$ cat config.mk
export PLATFORM = sky130hd
export DESIGN_NAME = cooler_thermostat_with_fan_timer_unit
export DESIGN_NICKNAME = d
export VERILOG_FILES = /design/src/hdl/cttf_pkg.sv /design/src/hdl/cttf_frame.sv /design/src/hdl/cttf_ctrl.sv /design/src/hdl/cooler_thermostat_with_fan_timer_unit.sv
export VERILOG_INCLUDE_DIRS = /design/src /design/src/hdl
export SDC_FILE = /design/constraint.sdc
export NUM_CORES = 1
export LEC_CHECK = 0
export ABC_CLOCK_PERIOD_IN_PS = 5150
export BUFFER_PORTS_ARGS = -buffer_cell sky130_fd_sc_hd__buf_4
export CORE_ASPECT_RATIO = 0.7
export CORE_MARGIN = 4
export CORE_UTILIZATION = 50
export DETAILED_ROUTE_END_ITERATION = 10
export GPL_ROUTABILITY_DRIVEN = 0
export PLACE_DENSITY = 0.68
export SLEW_MARGIN = 10
export SYNTH_ARGS = -nofsm -noshare
export SYNTH_HDL_FRONTEND = slang
export SYNTH_SLANG_ARGS = --single-unit
$ cat constraint.sdc
create_clock -name clk_i -period 5.15 [get_ports clk_i]
set_clock_uncertainty 0.15 [all_clocks]
set_input_delay 1.2875 -clock clk_i [delete_from_list [all_inputs] [get_ports clk_i]]
set_output_delay 1.2875 -clock clk_i [all_outputs]
set_load 0.02 [all_outputs]
$ cat src/hdl/cooler_thermostat_with_fan_timer_unit_defines.svh
// ----------------------------------------------------------------------------
// Cooler thermostat assertion macros
// Shared assertion wrappers; they expand to nothing when SYNTHESIS is defined.
// ----------------------------------------------------------------------------
`ifndef COOLER_THERMOSTAT_WITH_FAN_TIMER_UNIT_DEFINES_SVH
`define COOLER_THERMOSTAT_WITH_FAN_TIMER_UNIT_DEFINES_SVH

`ifndef SYNTHESIS
// Property checked on every rising edge outside of reset.
`define CTTF_ASSERT(lbl, clk, rstn, prop) \
  lbl: assert property (@(posedge clk) disable iff (!rstn) prop) \
    else $error("cttf assertion failed");
// Property checked on every rising edge, reset included.
`define CTTF_ASSERT_ALWAYS(lbl, clk, prop) \
  lbl: assert property (@(posedge clk) prop) \
    else $error("cttf assertion failed");
`else
`define CTTF_ASSERT(lbl, clk, rstn, prop)
`define CTTF_ASSERT_ALWAYS(lbl, clk, prop)
`endif

`endif

$ cat src/hdl/cttf_pkg.sv
`timescale 1ns / 1ps
// ----------------------------------------------------------------------------
// Cooler thermostat package
// Shared types, constants and the Dallas CRC-8 byte step.
// ----------------------------------------------------------------------------
package cttf_pkg;

  // Scratchpad frame length in bytes.
  localparam int unsigned FrameBytes = 9;
  localparam int unsigned IdxW       = $clog2(FrameBytes + 1);

  // Item opcodes.
  localparam logic OP_BYTE = 1'b0;
  localparam logic OP_TICK = 1'b1;

  // Configuration register indexes.
  localparam logic [1:0] CFG_SETPOINT   = 2'd0;
  localparam logic [1:0] CFG_HYSTERESIS = 2'd1;
  localparam logic [1:0] CFG_FAN_PERIOD = 2'd2;

  // Configuration reset values.
  localparam logic signed [12:0] SetpointReset   = 13'sd384;
  localparam logic [10:0]        HysteresisReset = 11'd64;
  localparam logic [15:0]        FanPeriodReset  = 16'd20000;

  // Reflected polynomial of the Dallas CRC-8.
  localparam logic [7:0] CrcPoly = 8'h8C;

  // Event handed from the frame unit to the controller.
  typedef struct packed {
    logic        good;  // frame finished, CRC matched
    logic        bad;   // frame finished, CRC mismatch
    logic [15:0] raw;   // sensor reading, 1/16 degree C
  } frame_evt_t;

  // One result word.
  typedef struct packed {
    logic signed [16:0] temperature;
    logic               accepted;
    logic               crc_error;
    logic               cooling;
    logic               intake;
  } result_t;

  // One byte of the CRC, bit serial, LSB first.
  function automatic logic [7:0] crc_step(input logic [7:0] crc, input logic [7:0] b);
    logic [7:0] c;
    c = crc ^ b;
    for (int i = 0; i < 8; i++) begin
      c = c[0] ? ((c >> 1) ^ CrcPoly) : (c >> 1);
    end
    return c;
  endfunction

endpackage

$ cat src/hdl/cttf_frame.sv
`timescale 1ns / 1ps
// ----------------------------------------------------------------------------
// Cooler thermostat frame unit
// Tracks the byte position in a scratchpad frame, runs the CRC and keeps the
// two reading bytes; flags the frame end as good or bad.
// ----------------------------------------------------------------------------
`include "cooler_thermostat_with_fan_timer_unit_defines.svh"

module cttf_frame (
  input  logic                 clk_i,
  input  logic                 rst_ni,
  input  logic                 en_i,
  input  logic                 op_i,
  input  logic [7:0]           data_byte_i,
  input  logic                 frame_first_i,
  output cttf_pkg::frame_evt_t evt_o
);

  localparam logic [cttf_pkg::IdxW-1:0] IdxNone = cttf_pkg::IdxW'(cttf_pkg::FrameBytes);
  localparam logic [cttf_pkg::IdxW-1:0] IdxLast = cttf_pkg::IdxW'(cttf_pkg::FrameBytes - 1);
  localparam logic [cttf_pkg::IdxW-1:0] IdxLow  = cttf_pkg::IdxW'(0);
  localparam logic [cttf_pkg::IdxW-1:0] IdxHigh = cttf_pkg::IdxW'(1);

  logic [cttf_pkg::IdxW-1:0] idx_q, idx_d, idx_eff;
  logic [7:0]                crc_q, crc_d, crc_eff;
  logic [7:0]                low_q, low_d, high_q, high_d;
  logic                      byte_en;

  assign byte_en = en_i && (op_i == cttf_pkg::OP_BYTE);

  // A first-byte mark restarts the frame at position zero.
  assign idx_eff = frame_first_i ? '0 : idx_q;
  assign crc_eff = frame_first_i ? '0 : crc_q;

  // Next frame state and end-of-frame word.
  always_comb begin
    idx_d        = idx_q;
    crc_d        = crc_q;
    low_d        = low_q;
    high_d       = high_q;
    evt_o.good   = 1'b0;
    evt_o.bad    = 1'b0;
    evt_o.raw    = {high_q, low_q};
    if (byte_en) begin
      idx_d = idx_eff;
      crc_d = crc_eff;
      if (idx_eff < IdxNone) begin
        if (idx_eff == IdxLow) begin
          low_d = data_byte_i;
        end else if (idx_eff == IdxHigh) begin
          high_d = data_byte_i;
        end
        if (idx_eff < IdxLast) begin
          crc_d = cttf_pkg::crc_step(crc_eff, data_byte_i);
        end else if (crc_eff == data_byte_i) begin
          evt_o.good = 1'b1;
        end else begin
          evt_o.bad = 1'b1;
        end
        idx_d = idx_eff + 1'b1;
      end
    end
  end

  // Frame state registers.
  always_ff @(posedge clk_i or negedge rst_ni) begin
    if (!rst_ni) begin
      idx_q  <= IdxNone;
      crc_q  <= '0;
      low_q  <= '0;
      high_q <= '0;
    end else begin
      idx_q  <= idx_d;
      crc_q  <= crc_d;
      low_q  <= low_d;
      high_q <= high_d;
    end
  end

  // The position never runs past the idle marker.
  `CTTF_ASSERT(a_idx_range, clk_i, rst_ni, idx_q <= IdxNone)
  // A frame end is reported only for a byte that sat at the last position.
  `CTTF_ASSERT(a_end_pos, clk_i, rst_ni, (evt_o.good || evt_o.bad) |=> idx_q == IdxNone)

endmodule

$ cat src/hdl/cttf_ctrl.sv
`timescale 1ns / 1ps
// ----------------------------------------------------------------------------
// Cooler thermostat controller
// Holds the accepted temperature, applies the trend-gated hysteresis rule
// and runs the intake fan timer; returns the next result word.
// ----------------------------------------------------------------------------
`include "cooler_thermostat_with_fan_timer_unit_defines.svh"

module cttf_ctrl (
  input  logic                  clk_i,
  input  logic                  rst_ni,
  input  logic                  en_i,
  input  logic                  op_i,
  input  cttf_pkg::frame_evt_t  evt_i,
  input  logic signed [12:0]    setpoint_i,
  input  logic [10:0]           hysteresis_i,
  input  logic [15:0]           fan_period_i,
  output cttf_pkg::result_t     res_o
);

  logic signed [16:0] cur_q, cur_d, prev_q, prev_d, t_new;
  logic               cool_q, cool_d, intake_q, intake_d;
  logic [15:0]        ticks_q, ticks_d, ticks_inc;
  logic signed [17:0] upper, t_ext, prev_ext, sp_ext;

  // Reading R becomes 2R+1 in 1/32 degree C.
  assign t_new    = {evt_i.raw, 1'b1};
  assign t_ext    = 18'(t_new);
  assign prev_ext = 18'(prev_q);
  assign sp_ext   = 18'(setpoint_i);
  assign upper    = sp_ext + $signed({7'b0, hysteresis_i});

  // Saturating tick count.
  assign ticks_inc = (ticks_q != 16'hFFFF) ? ticks_q + 16'd1 : ticks_q;

  // Next controller state.
  always_comb begin
    cur_d    = cur_q;
    prev_d   = prev_q;
    cool_d   = cool_q;
    intake_d = intake_q;
    ticks_d  = ticks_q;
    if (en_i) begin
      if (op_i == cttf_pkg::OP_TICK) begin
        ticks_d = ticks_inc;
        if (cool_q) begin
          if (ticks_inc >= fan_period_i) begin
            intake_d = !intake_q;
            ticks_d  = '0;
          end
        end else begin
          intake_d = 1'b0;
        end
      end else if (evt_i.good) begin
        cur_d  = t_new;
        prev_d = t_new;
        if (t_ext > prev_ext) begin
          if (t_ext > upper) begin
            cool_d = 1'b1;
          end
        end else if (t_ext < prev_ext) begin
          if (t_ext <= sp_ext) begin
            cool_d = 1'b0;
          end
        end
        if (!cool_d) begin
          intake_d = 1'b0;
        end
      end
    end
  end

  // Result word reflects the state after this word.
  always_comb begin
    res_o.temperature = cur_d;
    res_o.accepted    = en_i && (op_i == cttf_pkg::OP_BYTE) && evt_i.good;
    res_o.crc_error   = en_i && (op_i == cttf_pkg::OP_BYTE) && evt_i.bad;
    res_o.cooling     = cool_d;
    res_o.intake      = intake_d;
  end

  // Controller state registers.
  always_ff @(posedge clk_i or negedge rst_ni) begin
    if (!rst_ni) begin
      cur_q    <= '0;
      prev_q   <= '0;
      cool_q   <= 1'b0;
      intake_q <= 1'b0;
      ticks_q  <= '0;
    end else begin
      cur_q    <= cur_d;
      prev_q   <= prev_d;
      cool_q   <= cool_d;
      intake_q <= intake_d;
      ticks_q  <= ticks_d;
    end
  end

  // The intake fan never runs while the cooler is off.
  `CTTF_ASSERT_ALWAYS(a_intake_needs_cool, clk_i, !cool_q |-> !intake_q)
  // Cooling only starts on a good frame.
  `CTTF_ASSERT(a_cool_on_frame, clk_i, rst_ni,
    $rose(cool_q) |-> $past(en_i && op_i == cttf_pkg::OP_BYTE && evt_i.good))

endmodule

$ cat src/hdl/cooler_thermostat_with_fan_timer_unit.sv
`timescale 1ns / 1ps
// ----------------------------------------------------------------------------
// Cooler thermostat with fan timer
// Checks sensor scratchpad frames by CRC-8, runs a hysteresis cooler rule and
// times the intake fan from millisecond ticks; one result word per input.
// ----------------------------------------------------------------------------
// The block takes one input word per clock while the result channel is not
// stalled and returns exactly one result word for each: the word is captured
// in an input register, the frame unit and controller update from it, and the
// outcome lands in the result register. When the result is stalled, one more
// input word is still taken into the input register; after that the input
// waits until the result is taken. Configuration writes take effect on the
// next edge and are expected only while no word is in flight.
// ----------------------------------------------------------------------------
`include "cooler_thermostat_with_fan_timer_unit_defines.svh"

module cooler_thermostat_with_fan_timer_unit (
  input  logic               clk_i,
  input  logic               rst_ni,
  // Configuration write port
  input  logic               cfg_we_i,
  input  logic [1:0]         cfg_idx_i,
  input  logic [15:0]        cfg_wdata_i,
  // Input channel
  input  logic               in_valid_i,
  output logic               in_ready_o,
  input  logic               op_i,
  input  logic [7:0]         data_byte_i,
  input  logic               frame_first_i,
  // Result channel
  output logic               out_valid_o,
  input  logic               out_ready_i,
  output logic signed [16:0] temperature_o,
  output logic               reading_accepted_o,
  output logic               crc_error_o,
  output logic               cooler_on_o,
  output logic               cooler_drive_n_o,
  output logic               intake_fan_o,
  output logic               exhaust_fan_o
);

  logic                 in_valid_q, out_valid_q, out_free, advance;
  logic                 op_q, first_q;
  logic [7:0]           byte_q;
  logic signed [12:0]   setpoint_q;
  logic [10:0]          hysteresis_q;
  logic [15:0]          fan_period_q;
  cttf_pkg::frame_evt_t evt;
  cttf_pkg::result_t    res_d, res_q;

  // Configuration registers.
  always_ff @(posedge clk_i or negedge rst_ni) begin
    if (!rst_ni) begin
      setpoint_q   <= cttf_pkg::SetpointReset;
      hysteresis_q <= cttf_pkg::HysteresisReset;
      fan_period_q <= cttf_pkg::FanPeriodReset;
    end else if (cfg_we_i) begin
      case (cfg_idx_i)
        cttf_pkg::CFG_SETPOINT:   setpoint_q   <= cfg_wdata_i[12:0];
        cttf_pkg::CFG_HYSTERESIS: hysteresis_q <= cfg_wdata_i[10:0];
        cttf_pkg::CFG_FAN_PERIOD: fan_period_q <= cfg_wdata_i;
        default: ;
      endcase
    end
  end

  // Handshake: the input stage advances whenever the result register is free.
  assign out_free   = !out_valid_q || out_ready_i;
  assign advance    = in_valid_q && out_free;
  assign in_ready_o = !in_valid_q || out_free;

  // Input register.
  always_ff @(posedge clk_i or negedge rst_ni) begin
    if (!rst_ni) begin
      in_valid_q <= 1'b0;
    end else if (in_ready_o) begin
      in_valid_q <= in_valid_i;
    end
  end

  always_ff @(posedge clk_i) begin
    if (in_valid_i && in_ready_o) begin
      op_q    <= op_i;
      byte_q  <= data_byte_i;
      first_q <= frame_first_i;
    end
  end

  cttf_frame u_frame (
    .clk_i         (clk_i),
    .rst_ni        (rst_ni),
    .en_i          (advance),
    .op_i          (op_q),
    .data_byte_i   (byte_q),
    .frame_first_i (first_q),
    .evt_o         (evt)
  );

  cttf_ctrl u_ctrl (
    .clk_i        (clk_i),
    .rst_ni       (rst_ni),
    .en_i         (advance),
    .op_i         (op_q),
    .evt_i        (evt),
    .setpoint_i   (setpoint_q),
    .hysteresis_i (hysteresis_q),
    .fan_period_i (fan_period_q),
    .res_o        (res_d)
  );

  // Result register.
  always_ff @(posedge clk_i or negedge rst_ni) begin
    if (!rst_ni) begin
      out_valid_q <= 1'b0;
    end else if (out_free) begin
      out_valid_q <= advance;
    end
  end

  always_ff @(posedge clk_i) begin
    if (advance) begin
      res_q <= res_d;
    end
  end

  assign out_valid_o        = out_valid_q;
  assign temperature_o      = res_q.temperature;
  assign reading_accepted_o = res_q.accepted;
  assign crc_error_o        = res_q.crc_error;
  assign cooler_on_o        = res_q.cooling;
  assign cooler_drive_n_o   = !res_q.cooling;
  assign intake_fan_o       = res_q.intake;
  assign exhaust_fan_o      = res_q.cooling;

  // A result word never reports a good and a bad frame at once.
  `CTTF_ASSERT(a_good_bad_excl, clk_i, rst_ni, out_valid_q |-> !(res_q.accepted && res_q.crc_error))
  // A word held in the input stage while the result stalls is not lost.
  `CTTF_ASSERT(a_in_hold, clk_i, rst_ni, (in_valid_q && !out_free) |=> in_valid_q)

endmodule
==> results.yml, run 1 <==
critical_path:
  critPathTopFamily: "simple AND/OR/NAND/NOR gates"
  crit_required_ns: 5.29
  crit_path_end_kind: "register"
  start_kind: "register"
  crit_chain: "and4_1 -> nand3_2 -> nor3_4 -> nand4_2 -> or2b_1 -> nor2_1 -> xor2_1 -> ha_1 -> o21ai_0 -> a2111oi_0 -> a21o_1 -> and2_1 -> nor2_2 -> a221o_1"
  cp_num_buf_inv: 0
  reg2reg_slack_ns: 0.73
  crit_path_max_incr_delay_ns: 0.50
  critical-path-slowest-cell: "dfrtp_1"
  crit_type: "register to register"
  path_max_fanout: 11
  cp.arrival_ns: 4.56
clock_network:
  cts_resized: 0
  post_cts_buffers: 0
  cts-root-buf: "clkbuf_16"
  htree_num_levels: 4
  clock_latency_ns: 0.42
  cts_buffers: 17
  clkTransAtPathRegs_ns: 0.06
  cts_hold_buf: 0
  cts_tree: "done"
  clockBufferDepth: 2
  cts_num_sinks: 153
global_routing:
  grt_max_degree: 62
  grt_pass1_vias: 5898
  grt_antenna_before_repair: 0
  grt_pass1_wl_mm: 30.34
  grt_use_total_pct: 20.02
  overflow: 0
sta:
  fmaxAchievable_mhz: 226.2
  fin_crit_sh_pct: 85.84
  post-route-min-period_ns: 4.421
  grt_setup_unrepaired: "false"
  setup_ws_ns: 0.7291
  finalHoldViolations: 0
  tightestPinTransition_ns: 0.9427
  slew_violations: 0
  relSlewSlack_pct: 36.96
  finalSetupViolations: 0
  tns_ns: 0
detailed_routing:
  wirelength_mm: 17.77
  vias: 5933
  drtIter0Drc: 380
  drc: 0
  vias_per_cell: 5.345
  avgRoutedWirePerCell_um: 16.01
  drt_pass1_iterations: 5
  ant_nets: 0
flow_run:
  cap_violations: 0
synth:
  synth_fp_nets: 925
  syn_area_um2: 8471
  synth.distinct_cells: 60
  ys_warn_count: 0
  yosysTopAreaCell: "dfrtp_1"
  ys_seq_area_share_pct: 47.18
  synthCells: 815
  ys.flop_type: "dfrtp_1"
  ys_seq_elements: 153
  ys_top_cells_by_area: "dfrtp_1, ha_1, edfxtp_1, mux2_2, o21ai_0"
  synth_edf_count: 31
  synthArstFlopShare_pct: 79.74
  syn_avg_cell_area_um2: 10.39
  synth_top_area_share_pct: 33.09
die:
  num_rows: 39
  die-area_um2: 19120
  fp.dieH_um: 116.9
  start_util_pct: 51.51
  io_pins: 58
  coreArea_um2: 16440
  die_x_um: 163.6
placement:
  pre_cts_slack_ns: 0.8434
  dp_hpwl_mm: 13.16
  io_buffers: 57
  dpl_cell_area_um2: 9119
cells_and_area:
  drive_above_1_share_pct: 18.87
  layout_common_cells: "dfrtp_1, nand2_1, o21ai_0, ha_1, inv_1"
  area_growth_pct: 15.35
  fin_area_um2: 9771
  mostFrequentLayoutCell: "dfrtp_1"
  nets: 982
  fill_cells: 1370
  diodes: 0
pwr:
  p_leak_nw: 4.460
  ir_drop_mv: 0.2021
  power_mw: 4.411
  powerDensity_nw_per_um2: 451.4
min_path:
  hold_class: "register to register"
outcome:
  status: "completed"
## cell usage after synthesis, drive strengths merged, types with 3 or more instances
library cell and count:
or2 3, nand4 18, nor3 14, nand2 86, a31oi 7, mux2 50, o21ai 81, xor2 12
o21a 3, and3 4, a22o 8, and2 5, o32ai 4, buf 8, nand3b 4, a211oi 6
nor2 39, a2111oi 3, dfrtp 112, nand3 10, o211ai 3, a21oi 30, nor4 3, nor2b 11
edfxtp 31, dfstp 10, inv 74, clkbuf 17, nand2b 12, ha 76, xnor2 37, a21o 15
## registers in the layout (all words and copies together), names as in the netlist, 4 cells and up
| name | count |
|---|---|
| u_ctrl.prev_q | 17 |
| temperature_o | 17 |
| fan_period_q | 16 |
| u_frame.idx_q | 4 |
| hysteresis_q | 11 |
| u_frame.low_q | 8 |
| setpoint_q | 13 |
| u_frame.high_q | 8 |
| u_ctrl.cur_q | 17 |
| byte_q | 8 |
| u_ctrl.ticks_q | 16 |
| u_frame.crc_q | 8 |
## per-layer routing
layer	up-vias	global-route usage [%]	routed length (µm)
met5	-	0	0
met4	0	4.525	138
met3	11	3.710	708
met2	110	29.03	7230
met1	2839	31.27	9690
li1	2973	-	-
## cell families (layout without fill, tap and decap cells)
group / count (synthesis) / after routing / share of synthesized area, %
adder cells (fa/ha/maj): 77 / 77 / 11.46
multiplexers: 50 / 50 / 6.647
buffers and inverters: 99 / 169 / 4.682
flip-flops: 153 / 153 / 47.18
AO/OA/AOI/OAI: 171 / 171 / 12.39
AND/OR/NAND/NOR: 216 / 216 / 12.57
XOR/XNOR: 49 / 49 / 5.066
## worst reg2reg max path: cells and delay by family, from the launching register on
kind / cells / cell delay, ns
fa+ha+maj: 1 / 0.28
xor+xnor: 1 / 0.16
flops: 1 / 0.50
simple gates: 8 / 2.11
compound gates: 4 / 1.11
## cell type report
cell class / count / area (µm²) / share of cell area, %
sequential: 153 / 3996 / 40.90
inverter: 74 / 277.8 / 2.843
clock inverter: 12 / 195.2 / 1.998
clock buffer: 20 / 456.7 / 4.674
multi-input combinational: 563 / 4090 / 41.86
timing repair buffer: 63 / 473.0 / 4.841
tap: 225 / 281.5 / 2.881
## power by group
| part | internal (mW) | total, mW | switching [mW] |
|---|---|---|---|
| clock network | 0.884 | 1.37 | 0.490 |
| registers | 1.43 | 1.68 | 0.248 |
| logic | 0.642 | 1.36 | 0.713 |
## final timing paths
| check | startpoint | end | depth (start not counted) |
|---|---|---|---|
| worst max-delay path | u_ctrl.ticks_q[4] | u_ctrl.ticks_q[4] | 14 |
| worst min-delay path | u_ctrl.cur_q[0] | u_ctrl.cur_q[0] | 1 |
| worst max register to register | u_ctrl.ticks_q[4] | u_ctrl.ticks_q[4] | 14 |
| worst min register to register | u_ctrl.cur_q[0] | u_ctrl.cur_q[0] | 1 |
| max in group asynchronous | rst_ni | setpoint_q[7] | 2 |
| min in group asynchronous | rst_ni | u_ctrl.cur_q[4] | 1 |
## through the flow
stage | util [%] | hold WS, ns | cells
2_1_floorplan | - | 0.2736 | 815
3_3_place_gp | 55.45 | 0.2870 | 1078
3_5_place_dp | 55.45 | 0.2893 | 1078
4_1_cts | 59.42 | 0.3034 | 1110
5_1_grt | 59.42 | 0.3261 | 1110
6_report | 59.42 | 0.2999 | 1110
Note: power is estimated with default switching activity, not from simulation.
==> run 2: changes to the inputs <==
- CORE_UTILIZATION: 50 -> 30
- PLACE_DENSITY: 0.68 -> unset
==> run 2 against run 1 <==
Against the previous run: sequential share of layout area decreased by 0.65 points; fmax shrank 4.4%; global-route usage fell by 7.2 points; first-iteration DRC count down 20%; largest cell class unchanged.
==> results.yml, run 2 (synthesis results as in run 1) <==
outcome:
  status: "completed"
cells_and_area:
  area_growth_pct: 17.22
  layout_common_cells: "dfrtp_1, nand2_1, o21ai_0, ha_1, inv_1"
  nets: 983
  final_util_pct: 35.69
  mostFrequentLayoutCell: "dfrtp_1"
  drive_above_1_share_pct: 19.07
  diodes: 0
global_routing:
  grt_max_degree: 55
  grt_pass1_vias: 5963
  grt_use_total_pct: 12.83
  grt_antenna_before_repair: 0
  grt_pass1_wl_mm: 32.02
  overflow: 0
critical_path:
  crit_path_max_incr_delay_ns: 0.71
  start_kind: "register"
  critPathTopFamily: "compound AO/OA/AOI/OAI gates"
  path_max_fanout: 3
  crit_type: "register to register"
  cp.arrival_ns: 4.62
  crit_chain: "ha_1 -> inv_1 -> fa_1 -> nor2b_1 -> o21a_1 -> o21ai_0 -> nor2b_1 -> o21ai_0 -> a31oi_1 -> nor2b_1 -> xor2_1 -> ha_1 -> a21o_1 -> a21oi_1 -> nor2b_1 -> a2111oi_0 -> a32oi_1 -> nand2_1 -> o31a_1 -> o21ai_0"
  critical-path-slowest-cell: "a2111oi_0"
  cp_common_cell: "nor2b_1"
  crit_path_end_kind: "register"
  crit_required_ns: 5.15
  cp_num_buf_inv: 1
die:
  num_rows: 51
  io_pins: 58
  start_util_pct: 30.45
  fp.dieH_um: 148.6
  die-area_um2: 31030
  die_x_um: 208.8
  coreArea_um2: 27820
clock_network:
  cts_resized: 0
  cts_hold_buf: 0
  cts_buffers: 17
  post_cts_buffers: 0
  htree_num_levels: 4
  cts_num_sinks: 153
  clkTransAtPathRegs_ns: 0.06
  cts-root-buf: "clkbuf_16"
  clock_latency_ns: 0.42
  clockBufferDepth: 2
  cts_tree: "done"
sta:
  fmaxAchievable_mhz: 216.3
  relSlewSlack_pct: 38.46
  post-route-min-period_ns: 4.623
  finalHoldViolations: 0
  fin_crit_sh_pct: 89.77
  setup_ws_ns: 0.5266
  finalSetupViolations: 0
  tns_ns: 0
  grt_setup_unrepaired: "false"
  tightestPinTransition_ns: 0.8998
  slew_violations: 0
detailed_routing:
  drc: 0
  avgRoutedWirePerCell_um: 15.31
  vias_per_cell: 4.734
  drtIter0Drc: 305
  drt_pass1_iterations: 5
  ant_nets: 0
  wirelength_mm: 19.24
  vias: 5951
placement:
  pre_cts_slack_ns: 0.6124
  dp_hpwl_mm: 14.57
  io_buffers: 57
pwr:
  p_leak_nw: 4.458
  powerDensity_nw_per_um2: 438.8
  ir_drop_mv: 0.2446
flow_run:
  cap_violations: 0
min_path:
  hold_class: "register to register"
-- run 2: changes by cell type in the layout (fill, tap and decap cells not counted) --
cell / before / now
clkinv_4: 0 / 3
bufinv_16: 5 / 3
clkinvlp_4: 3 / 1
buf_4: 63 / 64
clkinv_1: 1 / 0
clkinv_2: 2 / 1
inv_4: 0 / 1
inv_6: 1 / 2
inv_8: 0 / 1
-- run 2: metrics by stage --
stage / power (mW) / instance area (µm²) / hold slack [ns] / std cells
after floorplan: 2.662 / 8471 / 0.2736 / 815
after global placement: 3.016 / 9309 / 0.2894 / 1225
after detailed placement: 3.055 / 9309 / 0.2975 / 1225
after CTS: 4.404 / 9930 / 0.3129 / 1257
after global routing: 4.690 / 9930 / 0.3268 / 1257
final: 4.358 / 9930 / 0.3050 / 1257
-- run 2: per-layer routing --
metal | part of all wire, % | global-route usage (%) | up-vias | wire, µm
li1 | - | - | 2978 | -
met3 | 3.7 | 2.783 | 13 | 721
met5 | 0 | 0 | - | 0
met1 | 55 | 20.15 | 2860 | 10540
met4 | 1.1 | 3.195 | 0 | 212
met2 | 40 | 17.77 | 100 | 7771
-- run 2: path summary, 6_finish.rpt --
check | to | depth (start not counted) | startpoint | slack [ns]
min reg2reg | u_ctrl.cur_q[0] | 1 | u_ctrl.cur_q[0] | 0.31
max | intake_fan_o | 20 | setpoint_q[0] | 0.53
min | u_ctrl.cur_q[0] | 1 | u_ctrl.cur_q[0] | 0.31
max reg2reg | intake_fan_o | 20 | setpoint_q[0] | 0.53
min in group asynchronous | fan_period_q[1] | 1 | rst_ni | 0.78
max in group asynchronous | u_frame.idx_q[3] | 2 | rst_ni | 3.20
-- run 2: power by group --
part           switching, mW  internal (mW)
clock network          0.516          0.797
registers              0.253           1.43
logic                  0.716          0.642
total                   1.49           2.87
-- run 2: worst reg2reg max path: stages, from the launching register on --
cell and delay (ns):
dfrtp_1 0.39, ha_1 0.22, inv_1 0.07, fa_1 0.19, nor2b_1 0.06, o21a_1 0.17
o21ai_0 0.22, nor2b_1 0.18, o21ai_0 0.12, a31oi_1 0.31, nor2b_1 0.20, xor2_1 0.17
ha_1 0.26, a21o_1 0.18, a21oi_1 0.13, nor2b_1 0.06, a2111oi_0 0.71, a32oi_1 0.21
nand2_1 0.13, o31a_1 0.13, o21ai_0 0.10
-- run 2: layout make-up --
class | count | area [µm²]
fill | 2804 | 17890
clock buffer | 20 | 456.7
tap | 371 | 464.2
sequential | 153 | 3996
timing repair buffer | 64 | 480.5
inverter | 74 | 277.8
clock inverter | 12 | 163.9
multi-input combinational | 563 | 4090
